### src/icdv_pkg.sv
// Shared types and constants for the IPv4, CIDR and hostname syntax checker.
`default_nettype none

package icdv_pkg;

    localparam int MAX_NAME_LEN_DEF  = 253;
    localparam int MAX_LABEL_LEN_DEF = 63;

    localparam int CHAR_W     = 8;
    localparam int OCTET_W    = 10;
    localparam int PREFIX_W   = 6;
    localparam int ADDR_W     = 32;
    localparam int IN_TDATA_W = 8;
    localparam int OUT_TDATA_W = 48;

    localparam logic [CHAR_W-1:0] CHAR_0      = 8'h30;
    localparam logic [CHAR_W-1:0] CHAR_9      = 8'h39;
    localparam logic [CHAR_W-1:0] CHAR_DOT    = 8'h2E;
    localparam logic [CHAR_W-1:0] CHAR_SLASH  = 8'h2F;
    localparam logic [CHAR_W-1:0] CHAR_HYPHEN = 8'h2D;
    localparam logic [CHAR_W-1:0] CHAR_STAR   = 8'h2A;
    localparam logic [CHAR_W-1:0] CHAR_LC_A   = 8'h61;
    localparam logic [CHAR_W-1:0] CHAR_LC_Z   = 8'h7A;
    localparam logic [CHAR_W-1:0] CHAR_UC_A   = 8'h41;
    localparam logic [CHAR_W-1:0] CHAR_UC_Z   = 8'h5A;

    localparam logic [1:0] CLS_LETTER = 2'd0;
    localparam logic [1:0] CLS_DIGIT  = 2'd1;
    localparam logic [1:0] CLS_HYPHEN = 2'd2;
    localparam logic [1:0] CLS_STAR   = 2'd3;

    localparam logic [PREFIX_W-1:0] FULL_PREFIX = 6'd32;
    localparam logic [3:0]          MAX_OCTET_DIGITS = 4'd3;

    typedef struct packed {
        logic              step;
        logic              last;
        logic [CHAR_W-1:0] char_code;
    } step_t;

    typedef struct packed {
        logic                is_ipv4;
        logic                is_ipv4_cidr;
        logic                prefix_given;
        logic [PREFIX_W-1:0] prefix_length;
        logic                host_bits_clear;
        logic [ADDR_W-1:0]   address_value;
    } ip_result_t;

    typedef struct packed {
        logic is_domain;
        logic is_wildcard_domain;
    } name_result_t;

    function automatic logic is_digit(input logic [CHAR_W-1:0] c);
        return (c >= CHAR_0) && (c <= CHAR_9);
    endfunction

endpackage

`default_nettype wire

### src/icdv_ip_unit.sv
// Dotted-quad address and prefix tracker with its end-of-string verdict.
`default_nettype none

module icdv_ip_unit
    import icdv_pkg::*;
(
    input  wire logic       clk,
    input  wire logic       rst_n,
    input  wire step_t      ctrl,
    output ip_result_t      result
);

    logic                ip_ok_reg, ip_ok_next;
    logic [1:0]          octet_index_reg, octet_index_next;
    logic [1:0]          digit_count_reg, digit_count_next;
    logic [OCTET_W-1:0]  octet_accum_reg, octet_accum_next;
    logic [ADDR_W-1:0]   packed_reg, packed_next;
    logic                in_prefix_reg, in_prefix_next;
    logic [PREFIX_W-1:0] prefix_accum_reg, prefix_accum_next;

    logic [CHAR_W-1:0]   diff;
    logic [3:0]          digit;
    logic [11:0]         octet_sum;
    logic [6:0]          prefix_sum;
    logic                plain;
    logic                cidr;
    logic [ADDR_W-1:0]   addr;
    logic [PREFIX_W-1:0] plen;
    logic [PREFIX_W-1:0] shamt;
    logic [ADDR_W-1:0]   host_mask;
    logic                clear;

    assign diff       = ctrl.char_code - CHAR_0;
    assign digit      = diff[3:0];
    assign octet_sum  = 12'(octet_accum_reg) * 12'd10 + 12'(digit);
    assign prefix_sum = 7'(prefix_accum_reg) * 7'd10 + 7'(digit);

    always_comb
    begin
        ip_ok_next        = ip_ok_reg;
        octet_index_next  = octet_index_reg;
        digit_count_next  = digit_count_reg;
        octet_accum_next  = octet_accum_reg;
        packed_next       = packed_reg;
        in_prefix_next    = in_prefix_reg;
        prefix_accum_next = prefix_accum_reg;
        if (ip_ok_reg)
        begin
            if (is_digit(ctrl.char_code))
            begin
                if (in_prefix_reg)
                begin
                    if (digit_count_reg == 2'd0)
                    begin
                        prefix_accum_next = PREFIX_W'(digit);
                        digit_count_next  = 2'd1;
                    end
                    else if (digit_count_reg == 2'd1 && prefix_accum_reg != '0)
                    begin
                        prefix_accum_next = prefix_sum[PREFIX_W-1:0];
                        digit_count_next  = 2'd2;
                        if (prefix_sum > 7'(FULL_PREFIX))
                        begin
                            ip_ok_next = 1'b0;
                        end
                    end
                    else
                    begin
                        ip_ok_next = 1'b0;
                    end
                end
                else if (4'(digit_count_reg) >= MAX_OCTET_DIGITS)
                begin
                    ip_ok_next = 1'b0;
                end
                else
                begin
                    octet_accum_next = octet_sum[OCTET_W-1:0];
                    digit_count_next = digit_count_reg + 2'd1;
                    if (octet_sum > 12'd255)
                    begin
                        ip_ok_next = 1'b0;
                    end
                end
            end
            else if (ctrl.char_code == CHAR_DOT)
            begin
                if (in_prefix_reg || digit_count_reg == 2'd0 || octet_index_reg == 2'd3)
                begin
                    ip_ok_next = 1'b0;
                end
                else
                begin
                    packed_next      = {packed_reg[ADDR_W-9:0], octet_accum_reg[7:0]};
                    octet_index_next = octet_index_reg + 2'd1;
                    digit_count_next = 2'd0;
                    octet_accum_next = '0;
                end
            end
            else if (ctrl.char_code == CHAR_SLASH)
            begin
                if (in_prefix_reg || digit_count_reg == 2'd0 || octet_index_reg != 2'd3)
                begin
                    ip_ok_next = 1'b0;
                end
                else
                begin
                    packed_next      = {packed_reg[ADDR_W-9:0], octet_accum_reg[7:0]};
                    in_prefix_next   = 1'b1;
                    digit_count_next = 2'd0;
                    octet_accum_next = '0;
                end
            end
            else
            begin
                ip_ok_next = 1'b0;
            end
        end
    end

    always_comb
    begin
        plain = ip_ok_next && !in_prefix_next && octet_index_next == 2'd3
                && digit_count_next != 2'd0;
        cidr  = plain || (ip_ok_next && in_prefix_next && digit_count_next != 2'd0);
        addr  = in_prefix_next ? packed_next
                               : {packed_next[ADDR_W-9:0], octet_accum_next[7:0]};
        plen  = in_prefix_next ? prefix_accum_next : FULL_PREFIX;
        shamt = FULL_PREFIX - plen;
        host_mask = ~({ADDR_W{1'b1}} << shamt);
        clear = (plen >= FULL_PREFIX) || ((addr & host_mask) == '0);

        result.is_ipv4         = plain;
        result.is_ipv4_cidr    = cidr;
        result.prefix_given    = cidr && in_prefix_next;
        result.prefix_length   = cidr ? plen : '0;
        result.host_bits_clear = cidr && clear;
        result.address_value   = cidr ? addr : '0;
    end

    always_ff @(posedge clk or negedge rst_n)
    begin
        if (!rst_n)
        begin
            ip_ok_reg        <= 1'b1;
            octet_index_reg  <= '0;
            digit_count_reg  <= '0;
            octet_accum_reg  <= '0;
            packed_reg       <= '0;
            in_prefix_reg    <= 1'b0;
            prefix_accum_reg <= '0;
        end
        else if (ctrl.step)
        begin
            if (ctrl.last)
            begin
                ip_ok_reg        <= 1'b1;
                octet_index_reg  <= '0;
                digit_count_reg  <= '0;
                octet_accum_reg  <= '0;
                packed_reg       <= '0;
                in_prefix_reg    <= 1'b0;
                prefix_accum_reg <= '0;
            end
            else
            begin
                ip_ok_reg        <= ip_ok_next;
                octet_index_reg  <= octet_index_next;
                digit_count_reg  <= digit_count_next;
                octet_accum_reg  <= octet_accum_next;
                packed_reg       <= packed_next;
                in_prefix_reg    <= in_prefix_next;
                prefix_accum_reg <= prefix_accum_next;
            end
        end
    end

endmodule

`default_nettype wire

### src/icdv_name_unit.sv
// Hostname and wildcard hostname tracker with its end-of-string verdict.
`default_nettype none

module icdv_name_unit
    import icdv_pkg::*;
#(
    parameter int MAX_NAME_LEN  = MAX_NAME_LEN_DEF,
    parameter int MAX_LABEL_LEN = MAX_LABEL_LEN_DEF
)
(
    input  wire logic  clk,
    input  wire logic  rst_n,
    input  wire step_t ctrl,
    output name_result_t result
);

    localparam int BC_W = $clog2(MAX_NAME_LEN + 2);
    localparam int LL_W = $clog2(MAX_LABEL_LEN + 2);
    localparam logic [BC_W-1:0] NAME_LIMIT  = BC_W'(MAX_NAME_LEN);
    localparam logic [LL_W-1:0] LABEL_LIMIT = LL_W'(MAX_LABEL_LEN);

    logic [BC_W-1:0] byte_count_reg, byte_count_next;
    logic [LL_W-1:0] label_len_reg, label_len_next;
    logic [1:0]      first_class_reg, first_class_next;
    logic [1:0]      prev_class_reg, prev_class_next;
    logic            has_star_reg, has_star_next;
    logic            dot_seen_reg, dot_seen_next;
    logic            domain_ok_reg, domain_ok_next;
    logic            wildcard_ok_reg, wildcard_ok_next;

    logic [7:0] c;
    logic       is_letter;
    logic       is_class;
    logic [1:0] cls;
    logic       final_ok;

    assign c = ctrl.char_code;
    assign is_letter = (c >= CHAR_LC_A && c <= CHAR_LC_Z) || (c >= CHAR_UC_A && c <= CHAR_UC_Z);
    assign is_class  = is_letter || is_digit(c) || c == CHAR_HYPHEN || c == CHAR_STAR;

    always_comb
    begin
        if (is_letter)
        begin
            cls = CLS_LETTER;
        end
        else if (is_digit(c))
        begin
            cls = CLS_DIGIT;
        end
        else if (c == CHAR_HYPHEN)
        begin
            cls = CLS_HYPHEN;
        end
        else
        begin
            cls = CLS_STAR;
        end
    end

    always_comb
    begin
        byte_count_next  = byte_count_reg;
        label_len_next   = label_len_reg;
        first_class_next = first_class_reg;
        prev_class_next  = prev_class_reg;
        has_star_next    = has_star_reg;
        dot_seen_next    = dot_seen_reg;
        domain_ok_next   = domain_ok_reg;
        wildcard_ok_next = wildcard_ok_reg;

        if (byte_count_reg <= NAME_LIMIT)
        begin
            byte_count_next = byte_count_reg + BC_W'(1);
        end

        if (c == CHAR_DOT)
        begin
            if (label_len_reg == '0 || prev_class_reg == CLS_HYPHEN
                || label_len_reg > LABEL_LIMIT)
            begin
                domain_ok_next   = 1'b0;
                wildcard_ok_next = 1'b0;
            end
            dot_seen_next  = 1'b1;
            label_len_next = '0;
            has_star_next  = 1'b0;
        end
        else if (!is_class)
        begin
            domain_ok_next   = 1'b0;
            wildcard_ok_next = 1'b0;
        end
        else
        begin
            if (cls == CLS_STAR)
            begin
                domain_ok_next = 1'b0;
                has_star_next  = 1'b1;
            end
            if (label_len_reg == '0)
            begin
                first_class_next = cls;
                if (cls == CLS_HYPHEN)
                begin
                    domain_ok_next   = 1'b0;
                    wildcard_ok_next = 1'b0;
                end
            end
            if (label_len_reg <= LABEL_LIMIT)
            begin
                label_len_next = label_len_reg + LL_W'(1);
            end
            prev_class_next = cls;
        end
    end

    always_comb
    begin
        final_ok = dot_seen_next && label_len_next >= LL_W'(2)
                   && first_class_next == CLS_LETTER && prev_class_next == CLS_LETTER
                   && !has_star_next && byte_count_next <= NAME_LIMIT;
        result.is_domain          = domain_ok_next && final_ok;
        result.is_wildcard_domain = wildcard_ok_next && final_ok;
    end

    always_ff @(posedge clk or negedge rst_n)
    begin
        if (!rst_n)
        begin
            byte_count_reg  <= '0;
            label_len_reg   <= '0;
            first_class_reg <= CLS_LETTER;
            prev_class_reg  <= CLS_LETTER;
            has_star_reg    <= 1'b0;
            dot_seen_reg    <= 1'b0;
            domain_ok_reg   <= 1'b1;
            wildcard_ok_reg <= 1'b1;
        end
        else if (ctrl.step)
        begin
            if (ctrl.last)
            begin
                byte_count_reg  <= '0;
                label_len_reg   <= '0;
                first_class_reg <= CLS_LETTER;
                prev_class_reg  <= CLS_LETTER;
                has_star_reg    <= 1'b0;
                dot_seen_reg    <= 1'b0;
                domain_ok_reg   <= 1'b1;
                wildcard_ok_reg <= 1'b1;
            end
            else
            begin
                byte_count_reg  <= byte_count_next;
                label_len_reg   <= label_len_next;
                first_class_reg <= first_class_next;
                prev_class_reg  <= prev_class_next;
                has_star_reg    <= has_star_next;
                dot_seen_reg    <= dot_seen_next;
                domain_ok_reg   <= domain_ok_next;
                wildcard_ok_reg <= wildcard_ok_next;
            end
        end
    end

endmodule

`default_nettype wire

### src/ipv4_cidr_domain_validator.sv
// Top level of the byte-serial IPv4, CIDR and hostname syntax checker.
//
// A string enters on the s_ stream one byte per item, with s_tlast set on its
// final byte. Bytes without s_tlast produce nothing; the final byte produces
// one result item on the m_ stream carrying the address and hostname verdicts,
// after which the checker starts over for the next string.
// Each accepted byte is held in an input register, then updates the address
// and hostname trackers while the verdict is written to the result register.
// The result of a final byte passes through the input and result registers;
// one byte is taken every cycle while no result is held back by m_tready.
// If the receiver holds m_tready low while a result waits, the input register
// fills and s_tready drops until the result is taken; nothing is lost.
// Reset clears the valid bits of both registers and returns every tracker to
// the start of a string.
`default_nettype none

module ipv4_cidr_domain_validator
    import icdv_pkg::*;
#(
    parameter int MAX_NAME_LEN  = MAX_NAME_LEN_DEF,
    parameter int MAX_LABEL_LEN = MAX_LABEL_LEN_DEF
)
(
    input  wire logic                   clk,
    input  wire logic                   rst_n,
    input  wire logic                   s_tvalid,
    output      logic                   s_tready,
    // Fields from bit 0: char_code[7:0].
    input  wire logic [IN_TDATA_W-1:0]  s_tdata,
    input  wire logic                   s_tlast,
    output      logic                   m_tvalid,
    input  wire logic                   m_tready,
    // Fields from bit 0: is_ipv4, is_ipv4_cidr, prefix_given, prefix_length[5:0],
    // host_bits_clear, address_value[31:0], is_domain, is_wildcard_domain, zero pad.
    output      logic [OUT_TDATA_W-1:0] m_tdata
);

    logic                   in_valid_reg;
    logic [CHAR_W-1:0]      in_char_reg;
    logic                   in_last_reg;
    logic                   out_valid_reg;
    logic [OUT_TDATA_W-1:0] out_data_reg, out_data_next;
    logic                   advance;
    step_t                  ctrl;
    ip_result_t             ip_res;
    name_result_t           name_res;

    assign advance  = !out_valid_reg || m_tready;
    assign s_tready = !in_valid_reg || advance;
    assign m_tvalid = out_valid_reg;
    assign m_tdata  = out_data_reg;

    assign ctrl.step      = in_valid_reg && advance;
    assign ctrl.last      = in_last_reg;
    assign ctrl.char_code = in_char_reg;

    icdv_ip_unit u_ip
    (
        .clk    (clk),
        .rst_n  (rst_n),
        .ctrl   (ctrl),
        .result (ip_res)
    );

    icdv_name_unit
    #(
        .MAX_NAME_LEN  (MAX_NAME_LEN),
        .MAX_LABEL_LEN (MAX_LABEL_LEN)
    )
    u_name
    (
        .clk    (clk),
        .rst_n  (rst_n),
        .ctrl   (ctrl),
        .result (name_res)
    );

    assign out_data_next = {4'b0000,
                            name_res.is_wildcard_domain,
                            name_res.is_domain,
                            ip_res.address_value,
                            ip_res.host_bits_clear,
                            ip_res.prefix_length,
                            ip_res.prefix_given,
                            ip_res.is_ipv4_cidr,
                            ip_res.is_ipv4};

    always_ff @(posedge clk or negedge rst_n)
    begin
        if (!rst_n)
        begin
            in_valid_reg  <= 1'b0;
            out_valid_reg <= 1'b0;
        end
        else
        begin
            if (s_tready)
            begin
                in_valid_reg <= s_tvalid;
            end
            if (advance)
            begin
                out_valid_reg <= ctrl.step && in_last_reg;
            end
        end
    end

    always_ff @(posedge clk)
    begin
        if (s_tready && s_tvalid)
        begin
            in_char_reg <= s_tdata[CHAR_W-1:0];
            in_last_reg <= s_tlast;
        end
        if (ctrl.step && in_last_reg)
        begin
            out_data_reg <= out_data_next;
        end
    end

endmodule

`default_nettype wire

### config.mk
export PLATFORM = sky130hd
export DESIGN_NAME = ipv4_cidr_domain_validator
export DESIGN_NICKNAME = d
export VERILOG_FILES = /design/src/icdv_pkg.sv /design/src/icdv_ip_unit.sv /design/src/icdv_name_unit.sv /design/src/ipv4_cidr_domain_validator.sv
export SDC_FILE = /design/constraint.sdc
export NUM_CORES = 1
export LEC_CHECK = 0
export BUFFER_PORTS_ARGS = -buffer_cell sky130_fd_sc_hd__buf_4
export CAP_MARGIN = 20
export CORE_MARGIN = 3
export CORE_UTILIZATION = 61
export CTS_CLUSTER_DIAMETER = 100
export DETAILED_ROUTE_END_ITERATION = 10
export PLACE_DENSITY = 0.88
export SLEW_MARGIN = 20
export SYNTH_ARGS = -nofsm -noshare
export SYNTH_HDL_FRONTEND = slang
export SYNTH_SLANG_ARGS = --single-unit
### constraint.sdc
create_clock -name clk -period 4.8 [get_ports clk]
set_input_delay 0.48 -clock clk [delete_from_list [all_inputs] [get_ports clk]]
set_output_delay 0.48 -clock clk [all_outputs]
set_load 0.05 [all_outputs]
; After elaboration in Yosys (flattened, before gate mapping)
; Index checks and enable logic that the tools add are counted.
; Widths: inputs -> output; s select.
[classes]
eq_ne = 15
shift = 1
div = 0
magnitude_cmp = 15
bitwise_logic = 2
n_mux = 94
n_mul = 2
addsub = 8
n_reduce_logical = 48
[ops]
columns = cell, n
row1 = $mux 32, 8
row2 = $mux 10, 9
row3 = $mux 2, 25
row4 = $mux 6, 7
row5 = $mux 1, 39
row6 = $and 32x32->32, 1
row7 = $eq 8x6->1 const B, 4
row8 = $logic_not 32->1, 1
row9 = $not 32->32, 1
row10 = $shl 32x6->32 const A, 1
row11 = $mux 7, 4
row12 = $logic_and 1x1->1, 21
row13 = $ge 8x7->1 const B, 2
row14 = $le 8x7->1 const B, 2
row15 = $le 8x8->1 const B, 2
row16 = $mux 8, 2
row17 = $gt 7x6->1 const B, 2
row18 = $logic_or 1x1->1, 13
row19 = $add 12x4->12, 1
row20 = $gt 12x8->1 const B, 1
row21 = $mul 10x3->11 const B, 1
row22 = $eq 2x2->1 const B, 5
row23 = $add 8x1->8 const B, 1
row24 = $ge 8x6->1 const B, 1
row25 = other kinds (23), 31
[totals]
latch_bits = 0
register_bits = 132
wordCells = 207
mem_bits_ro = 0
output_inout_bits = 50
memories = 0
ramBits = 0
inputBits = 13

; Logic depth before layout (Yosys ltp)
; Gate-level depths: netlist (run 1).
[logic_depth]
word_depth = 16
ltp_mapped = 18
ltp_nobuf = 16

; Modules after synthesis
; Synthesis (run 1) repeated with hierarchy kept, for this count alone.
[hier_totals]
hier_cells = 858
hier_area_um2 = 8476.9
[modules_own_cells]
columns = mod, cells_per_inst, seq_area_each_um2, area_per_inst_um2, n_inst
row1 = icdv_ip_unit, 576, 1352.5, 4982.3, 1
row2 = icdv_name_unit, 214, 578.1, 1757.9, 1
row3 = ipv4_cidr_domain_validator, 68, 1641.6, 1736.7, 1

; Worst setup path after synthesis (run 1)
; OpenSTA, ideal clock, no wires.
[synth_path]
path_kind = reg2reg
start = register u_ip.octet_accum_reg[1]
end = register out_data_reg[19], in the netlist m_tdata[19] (data pin)
t_required_ns = 4.643
t_arrival_ns = 3.473
setup_ns = 0.157
stages_incl_launch_ff = 15
path_buffers = 2
period_less_slack_ns = 3.630
setup_slack_ns = 1.170
cell_sequence = dfrtp_1 > ha_1 > ha_1 > fa_1 > a211oi_1 > nor2_1 > xor2_1 > nand3_1 > nor3_1 > a21oi_1 > o31a_1 > or2_2 > clkbuf_1 > clkbuf_1 > nor3_1
[synth_via]
elab_chain_len = 12
word_cells_on_any_way = 21
classes_between = 1 x add/sub / 1 x mul / 1 x order compare / 12 x mux / 6 x reduce/logical
[synth_lines]
columns = element, line_no
row1 = start: declaration, icdv_ip_unit.sv:16  ; logic [OCTET_W-1:0] octet_accum_reg, octet_accum_next;
row2 = start signal: assignment, icdv_ip_unit.sv:170  ; octet_accum_reg <= octet_accum_next;
row3 = $mul 10x3->11, icdv_ip_unit.sv:35  ; assign octet_sum = 12'(octet_accum_reg) * 12'd10 + 12'(digit);
row4 = $add 12x4->12, icdv_ip_unit.sv:35
row5 = $gt 12x8->1, icdv_ip_unit.sv:80  ; if (octet_sum > 12'd255)
row6 = $mux 1, icdv_ip_unit.sv:80
row7 = $mux 1, icdv_ip_unit.sv:72  ; else if (4'(digit_count_reg) >= MAX_OCTET_DIGITS)
row8 = $mux 1, icdv_ip_unit.sv:51  ; if (in_prefix_reg)
row9 = $mux 1, icdv_ip_unit.sv:49  ; if (is_digit(ctrl.char_code))
row10 = $mux 1, icdv_ip_unit.sv:47  ; if (ip_ok_reg)
row11 = $logic_and 1x1->1 (2 in series), icdv_ip_unit.sv:123  ; plain = ip_ok_next && !in_prefix_next && octet_index_next == 2'd3
row12 = $logic_and 1x1->1, icdv_ip_unit.sv:124  ; && digit_count_next != 2'd0;
row13 = $logic_or 1x1->1, icdv_ip_unit.sv:125  ; cidr = plain || (ip_ok_next && in_prefix_next && digit_count_next != 2'd0);
row14 = end signal: assignment, ipv4_cidr_domain_validator.sv:117  ; out_data_reg <= out_data_next;
row15 = end: declaration, ipv4_cidr_domain_validator.sv:42  ; logic [OUT_TDATA_W-1:0] out_data_reg, out_data_next;
; Several ways; a longest one is shown, not always the timed one.
; A chain may end at the register's enable or synchronous reset.

==> impl_metrics.py, run 1 <==
metrics = {
    "place": {
        "post-place-ws_ns": 0.764,
        "place_congestion": 1.00,
        "portBuffers": 58,
        "dp.final_hpwl_mm": 14.9,
    },
    "timing": {
        "fin_setup_tns_ns": 0,
        "hold_viol_final": 0,
        "fin_ws_ns": 0.669,
        "rsz0062_at_grt": "no",
        "min_period_ns": 4.13,
        "worst_pin_slew_ns": 1.02,
        "hold-worst-slack_ns": 0.226,
        "finalSetupViolations": 0,
        "fin_worst_skew_ns": 0.0121,
        "finalMaxSlewViolations": 0,
        "fmax_ghz": 0.242,
        "relSlewSlack_pct": 32.3,
        "finalCritPeriodShare_pct": 86.1,
    },
    "synth": {
        "synth_edf_count": 53,
        "syn_inst": 834,
        "ys.flop_type": "dfrtp_1",
        "ys_warn_count": 0,
        "yosysSeqAreaShare_pct": 44.0,
        "synth_area_leaders": "dfrtp_1 23%, edfxtp_1 20%, ha_1 5.4%",
        "ys_ff_latch": 132,
        "synthArstFlopShare_pct": 59.8,
        "synth_top_area_share_pct": 23.4,
        "yosysUniqueCellTypes": 85,
        "yosysTopAreaCell": "dfrtp_1",
        "syn_avg_cell_area_um2": 9.73,
        "syn_area_um2": 8120,
    },
    "route": {
        "wirelength_mm": 21.3,
        "final_antenna_net_count": 0,
        "drc": 0,
        "viasPerCell": 6.65,
        "vias": 7058,
        "firstDrtPassIters": 7,
        "wl_per_cell_um": 20.0,
        "drtIter0Drc": 917,
    },
    "setup_path": {
        "critPathMaxStageDelay_ns": 0.55,
        "crit_fanout": 11,
        "worstSetupPathDepth": 15,
        "critPathTopFamily": "simple AND/OR/NAND/NOR gates",
        "start_kind": "flip-flop",
        "critPathKind": "flip-flop to flip-flop",
        "cp.required_ns": 5.07,
        "r2r-end": "m_tdata[9]$_DFFE_PP_",
        "critPathArrivalTime_ns": 4.40,
        "cp_cell_sequence": "o21a_1 > or3_1 > a21oi_4 > mux2i_1 > or2_2 > ha_1 > inv_1 > ha_1 > inv_1 > nor2_1 > o32ai_1 > or3_1 > a22oi_1 > nand4_1 > o22ai_1",
        "critPathSlowestCell": "edfxtp_1",
        "worstSetupStartpoint": "in_char_reg[1]$_DFFE_PP_",
        "critPathBufInv": 2,
        "ff2ff_path_depth": 15,
        "endpoint_kind": "flip-flop",
        "rr_startpoint": "in_char_reg[1]$_DFFE_PP_",
        "rrSetupSlack_ns": 0.67,
        "endpoint": "m_tdata[9]$_DFFE_PP_",
    },
    "final_layout": {
        "final_cell_mix": "79 x nor2_1, 76 x dfrtp_1, 71 x buf_4, 61 x nand2_1, 53 x edfxtp_1",
        "diodes": 0,
        "fillers": 944,
        "largest_register_ffs": 44,
        "final_common_cell": "nor2_1",
        "final_layout_size_suffix_gt1_share_pct": 14.8,
        "finish.utilization_pct": 72.3,
        "fin_nets": 929,
        "synthToLayoutAreaGrowth_pct": 14.3,
    },
    "floorplanning": {
        "die-area_um2": 14700,
        "die_w_um": 121,
        "fp.dieH_um": 121,
        "io_pins": 63,
        "initial_utilization_pct": 63.3,
        "fp.coreArea_um2": 12800,
        "row_count": 41,
    },
    "pwr": {
        "power.internal_uw": 2310,
        "p_seq_share_pct": 41.5,
        "p_sw_share_pct": 27.0,
        "p_clk_share_pct": 44.1,
        "leakagePower_uw": 0.00385,
        "power.density_nw_per_um2": 342,
        "pwr-share-comb_pct": 14.5,
        "ir_drop_uv": 271,
        "p_switching_uw": 856,
    },
    "hold_path": {
        "hold_path.class": "primary input to async pin",
    },
    "clocking": {
        "cts_resized": 0,
        "h-tree-depth": 4,
        "cts_tree": "built",
        "cts_setup_buffers": 0,
        "cts_root_buf": "clkbuf_16",
        "cts_max_path_buffers": 2,
        "clk_latency_ns": 0.42,
        "cts_buffers": 17,
        "hold_buffers": 0,
        "cts_num_sinks": 132,
        "clk_pin_slew_ns": 0.06,
    },
    "grt": {
        "grt_max_degree": 80,
        "grt_first_pass_wirelength_mm": 34.4,
        "grt.overflow.total": 0,
        "track_usage_pct": 29.7,
        "grt_pass1_vias": 6625,
        "antenna_found_initial": 0,
    },
    "flow_run": {
        "cap_viol_max_count": 0,
    },
    "outcome": {
        "status": "finished, final reports clean",
    },
}
area by class of cell:
class	count	area [um^2]	share of cell area, %
clock buffer	21	472	5.09
timing repair buffer	71	533	5.75
multi-input combinational	620	4180	45.1
tap	172	215	2.32
inverter	35	131	1.42
sequential	132	3570	38.5
clock inverter	11	171	1.85
worst min path at each step:
| stage | start | end | slack [ns] | cells after the start |
|---|---|---|---|---|
| after floorplan | rst_n | in_valid_reg$_DFFE_PN0N_ | 0.18 | 0 |
| after global placement | u_name.dot_seen_reg$_DFFE_PN0P_ | u_name.dot_seen_reg$_DFFE_PN0P_ | 0.48 | 2 |
| after detailed placement | u_name.dot_seen_reg$_DFFE_PN0P_ | u_name.dot_seen_reg$_DFFE_PN0P_ | 0.48 | 2 |
| after CTS | s_tdata[4] | in_char_reg[4]$_DFFE_PP_ | 0.23 | 1 |
| after global routing | s_tdata[3] | in_char_reg[3]$_DFFE_PP_ | 0.23 | 1 |
| final | rst_n | u_ip.packed_reg[8]$_DFFE_PN0P_ | 0.23 | 1 |
stage by stage:
step	power, uW	cells	cell area [um^2]
5_1_grt	3290	1062	9270
3_5_place_dp	1780	1030	8630
2_1_floorplan	1640	837	8130
4_1_cts	3170	1062	9270
3_3_place_gp	1770	1030	8630
6_report	3170	1062	9270
routing by layer:
| layer | wire length, um | global-route usage [%] | vias up | part of all wire [%] |
|---|---|---|---|---|
| li1 | - | - | 3230 | - |
| met4 | 775 | 12.8 | 0 | 3.6 |
| met2 | 10200 | 47.3 | 388 | 48 |
| met5 | 0 | 0 | - | 0 |
| met3 | 1680 | 6.25 | 76 | 7.9 |
| met1 | 8650 | 39.5 | 3364 | 41 |
cell usage after synthesis, types with 8 or more instances:
cell,count
a211oi_1,9
a21o_1,8
a21oi_1,49
a22o_1,38
a22oi_1,14
a31oi_1,10
and2_1,9
and3_1,9
buf_4,9
clkbuf_1,32
dfrtp_1,76
edfxtp_1,53
ha_1,35
inv_1,33
nand2_1,61
nand2b_1,9
nand3_1,18
nand4_1,8
nor2_1,80
nor2b_1,11
nor3_1,18
o21ai_0,44
o21bai_1,9
o22ai_1,25
o31ai_1,8
xnor2_1,15
xor2_1,9
power by group through the flow:
stage          sequential, uW  combinational (uW)  clock (uW)
2_1_floorplan            1370                 270           0
3_3_place_gp             1330                 447           0
4_1_cts                  1310                 456        1410
3_5_place_dp             1330                 453           0
5_1_grt                  1320                 502        1470
6_report                 1320                 458        1400
cell families (layout without fill, tap and decap cells):
group / count (synthesis) / after routing / share of synthesized area, %
AO/OA/AOI/OAI: 285 / 285 / 24.9
XOR/XNOR: 25 / 25 / 2.87
adder cells (fa/ha/maj): 39 / 39 / 6.38
buffers and inverters: 85 / 138 / 4.79
flip-flops: 132 / 132 / 44.0
multiplexers: 8 / 8 / 1.02
other: 1 / 4 / 0.0462
AND/OR/NAND/NOR: 259 / 259 / 16.0
worst reg2reg max path, cell delays in order, from the launching register on:
cell and delay [ns]:
edfxtp_1 0.55, o21a_1 0.26, or3_1 0.50, a21oi_4 0.23, mux2i_1 0.30, or2_2 0.17, ha_1 0.25, inv_1 0.09
ha_1 0.40, inv_1 0.16, nor2_1 0.24, o32ai_1 0.12, or3_1 0.34, a22oi_1 0.14, nand4_1 0.11, o22ai_1 0.11
Note: power is estimated with default switching activity, not from simulation.
==> run 2: changes to the inputs <==
--- a/config.mk
+++ b/config.mk
@@ -8,10 +8,11 @@
 export BUFFER_PORTS_ARGS = -buffer_cell sky130_fd_sc_hd__buf_4
 export CAP_MARGIN = 20
 export CORE_MARGIN = 3
-export CORE_UTILIZATION = 61
+export CORE_UTILIZATION = 63
+export CTS_BUF_LIST = sky130_fd_sc_hd__clkbuf_4 sky130_fd_sc_hd__clkbuf_8
 export CTS_CLUSTER_DIAMETER = 100
 export DETAILED_ROUTE_END_ITERATION = 10
-export PLACE_DENSITY = 0.88
+export PLACE_DENSITY = 0.9
 export SLEW_MARGIN = 20
 export SYNTH_ARGS = -nofsm -noshare
 export SYNTH_HDL_FRONTEND = slang
==> constraint.sdc (replaced) <==
create_clock -name clk -period 4.8 [get_ports clk]
set_input_delay 0.24 -clock clk [delete_from_list [all_inputs] [get_ports clk]]
set_output_delay 0.24 -clock clk [all_outputs]
set_load 0.05 [all_outputs]
==> run 2 against run 1 <==
Clock skew increased by 0.0017 ns. Die area down 3.0%. Core utilization up 1.8 points. First-iteration DRC count is 0.33% lower. Register-to-register slack lost 0.12 ns. Critical path depth is the same. Final area decreased by 1.6%. Clock power shrank 33%. Combinational power grew 4.4%. Largest cell class unchanged. Maximum frequency shrank 2.8%. Highest routed layer unchanged. Clock-buffer cell count shrank 2.
==> impl_metrics.py, run 2 (synthesized netlist as in run 1, its figures left out) <==
metrics = {
    "outcome": {
        "status": "finished, final reports clean",
    },
    "timing": {
        "finalSetupViolations": 0,
        "worst_pin_slew_ns": 0.781,
        "fmax_ghz": 0.235,
        "fin_setup_tns_ns": 0,
        "fin_worst_skew_ns": 0.0138,
        "rsz0062_at_grt": "no",
        "relSlewSlack_pct": 47.8,
        "finalMaxSlewViolations": 0,
        "finalCritPeriodShare_pct": 88.6,
        "min_period_ns": 4.25,
        "hold_viol_final": 0,
    },
    "floorplanning": {
        "fp.dieH_um": 119,
        "initial_utilization_pct": 65.9,
        "row_count": 40,
        "die-area_um2": 14300,
        "die_w_um": 119,
        "io_pins": 63,
        "fp.coreArea_um2": 12300,
    },
    "route": {
        "met3_length_mm": 1.99,
        "wl_per_cell_um": 21.6,
        "wl_met2_mm": 10.9,
        "firstDrtPassIters": 8,
        "top_layer_used": "met4",
        "met1_length_mm": 9.32,
        "drtIter0Drc": 914,
        "vias": 7234,
        "viasPerCell": 6.77,
        "final_antenna_net_count": 0,
        "wirelength_mm": 23.1,
        "drc": 0,
    },
    "place": {
        "numPlacedInstances": 1025,
        "dpl_cell_area_um2": 8620,
        "dp.final_hpwl_mm": 16.6,
        "place_congestion": 0.948,
        "portBuffers": 58,
    },
    "final_layout": {
        "final_layout_size_suffix_gt1_share_pct": 14.7,
        "fin_nets": 939,
        "largest_register_ffs": 44,
        "fillers": 906,
        "final_cell_mix": "79 x nor2_1, 76 x dfrtp_1, 69 x buf_4, 61 x nand2_1, 53 x edfxtp_1",
        "seq_area_um2": 3570,
        "synthToLayoutAreaGrowth_pct": 12.4,
        "final_area_um2": 9120,
        "final_common_cell": "nor2_1",
        "finish.utilization_pct": 74.1,
        "final_cells": 1068,
        "multi_input_area_um2": 4180,
        "diodes": 0,
    },
    "clocking": {
        "cts_tree": "built",
        "cts_buffers": 17,
        "clk_latency_ns": 0.46,
        "clk_pin_slew_ns": 0.08,
        "cts_num_sinks": 132,
        "cts_resized": 0,
        "cts_root_buf": "clkbuf_8",
        "cts_max_path_buffers": 2,
        "h-tree-depth": 4,
        "cts_setup_buffers": 0,
    },
    "pwr": {
        "ir_drop_uv": 178,
        "power.density_nw_per_um2": 299,
        "p_total_uw": 2730,
        "leakagePower_uw": 0.00378,
    },
    "grt": {
        "track_usage_pct": 32.9,
        "grt_pass1_vias": 7032,
        "grt_max_degree": 80,
        "grt_first_pass_wirelength_mm": 37.2,
        "grt.overflow.total": 0,
        "antenna_found_initial": 0,
    },
    "setup_path": {
        "start_kind": "flip-flop",
        "crit_fanout": 11,
        "endpoint_kind": "flip-flop",
        "critPathMaxStageDelay_ns": 0.56,
        "cp.required_ns": 5.10,
        "critPathSlowestCell": "edfxtp_1",
        "critPathKind": "flip-flop to flip-flop",
        "cp_cell_sequence": "o21a_1 > or3_1 > a21oi_4 > mux2i_1 > or2_2 > ha_1 > inv_1 > ha_1 > inv_1 > nor2_1 > o32ai_1 > or3_1 > a22oi_1 > nand4_1 > o22ai_1",
        "critPathArrivalTime_ns": 4.55,
    },
    "hold_path": {
        "hold_path.class": "primary input to flip-flop",
    },
    "flow_run": {
        "cap_viol_max_count": 0,
    },
}
[run 2: changes by cell type in the layout (fill, tap and decap cells not counted), moves of 2 or more]
cell	before	now
clkbuf_8	1	18
buf_4	71	69
clkbuf_1	2	0
clkinv_2	1	4
bufinv_16	4	2
dlygate4sd3_1	0	11
clkbuf_16	18	0
[run 2: cell type report]
type                    instances  area share [%]
well taps                     168            2.30
clock inverters                13            1.44
clock buffers                  19            2.80
repair buffers                 81            7.01
multi-input cells             620            45.9
inverters                      35            1.44
flip-flops and latches        132            39.2
[run 2: worst paths after layout]
| check | cells past startpoint | startpoint | to | slack [ns] |
|---|---|---|---|---|
| min reg2reg | 2 | u_name.domain_ok_reg$_DFFE_PN1P_ | u_name.domain_ok_reg$_DFFE_PN1P_ | 0.50 |
| max | 15 | in_char_reg[1]$_DFFE_PP_ | m_tdata[9]$_DFFE_PP_ | 0.55 |
| min in group asynchronous | 2 | rst_n | u_name.label_len_reg[1]$_DFFE_PN0P_ | 0.37 |
| max in group asynchronous | 2 | rst_n | u_ip.packed_reg[13]$_DFFE_PN0P_ | 3.88 |
| max reg2reg | 15 | in_char_reg[1]$_DFFE_PP_ | m_tdata[9]$_DFFE_PP_ | 0.55 |
| min | 3 | m_tready | in_valid_reg$_DFFE_PN0N_ | 0.11 |
[run 2: where the power goes]
part | internal, uW | switching (uW)
Sequential | 1240 | 74.3
Clock | 478 | 458
Combinational | 164 | 314
Total | 1880 | 846
[run 2: critical path, delay by kind of cell, from the launching register on]
family                   cells  cell delay (ns)
adder cells (fa/ha/maj)      2             0.65
buffers and inverters        2             0.26
flip-flops                   1             0.56
AND/OR/NAND/NOR              5             1.36
multiplexers                 1             0.34
AO/OA/AOI/OAI                5             0.90
[run 2: per-layer routing]
layer | track usage (%) | up-vias
li1 | - | 3240
met1 | 44.2 | 3482
met2 | 53.2 | 429
met3 | 6.08 | 83
met4 | 13.6 | 0
met5 | 0 | -
[run 2: stage by stage]
step                worst slack [ns]  hold slack, ns
global route                   0.277           0.111
finish                         0.548           0.106
detailed placement             0.656           0.420
global placement               0.810           0.420
CTS                            0.648          0.0917
floorplan                       1.17         -0.0556
[run 2: repair_timing]
item	in CTS	in global routing
hold endpoints to repair	51	0
endpoints found under the setup margin	0	0
hold buffers	11	0
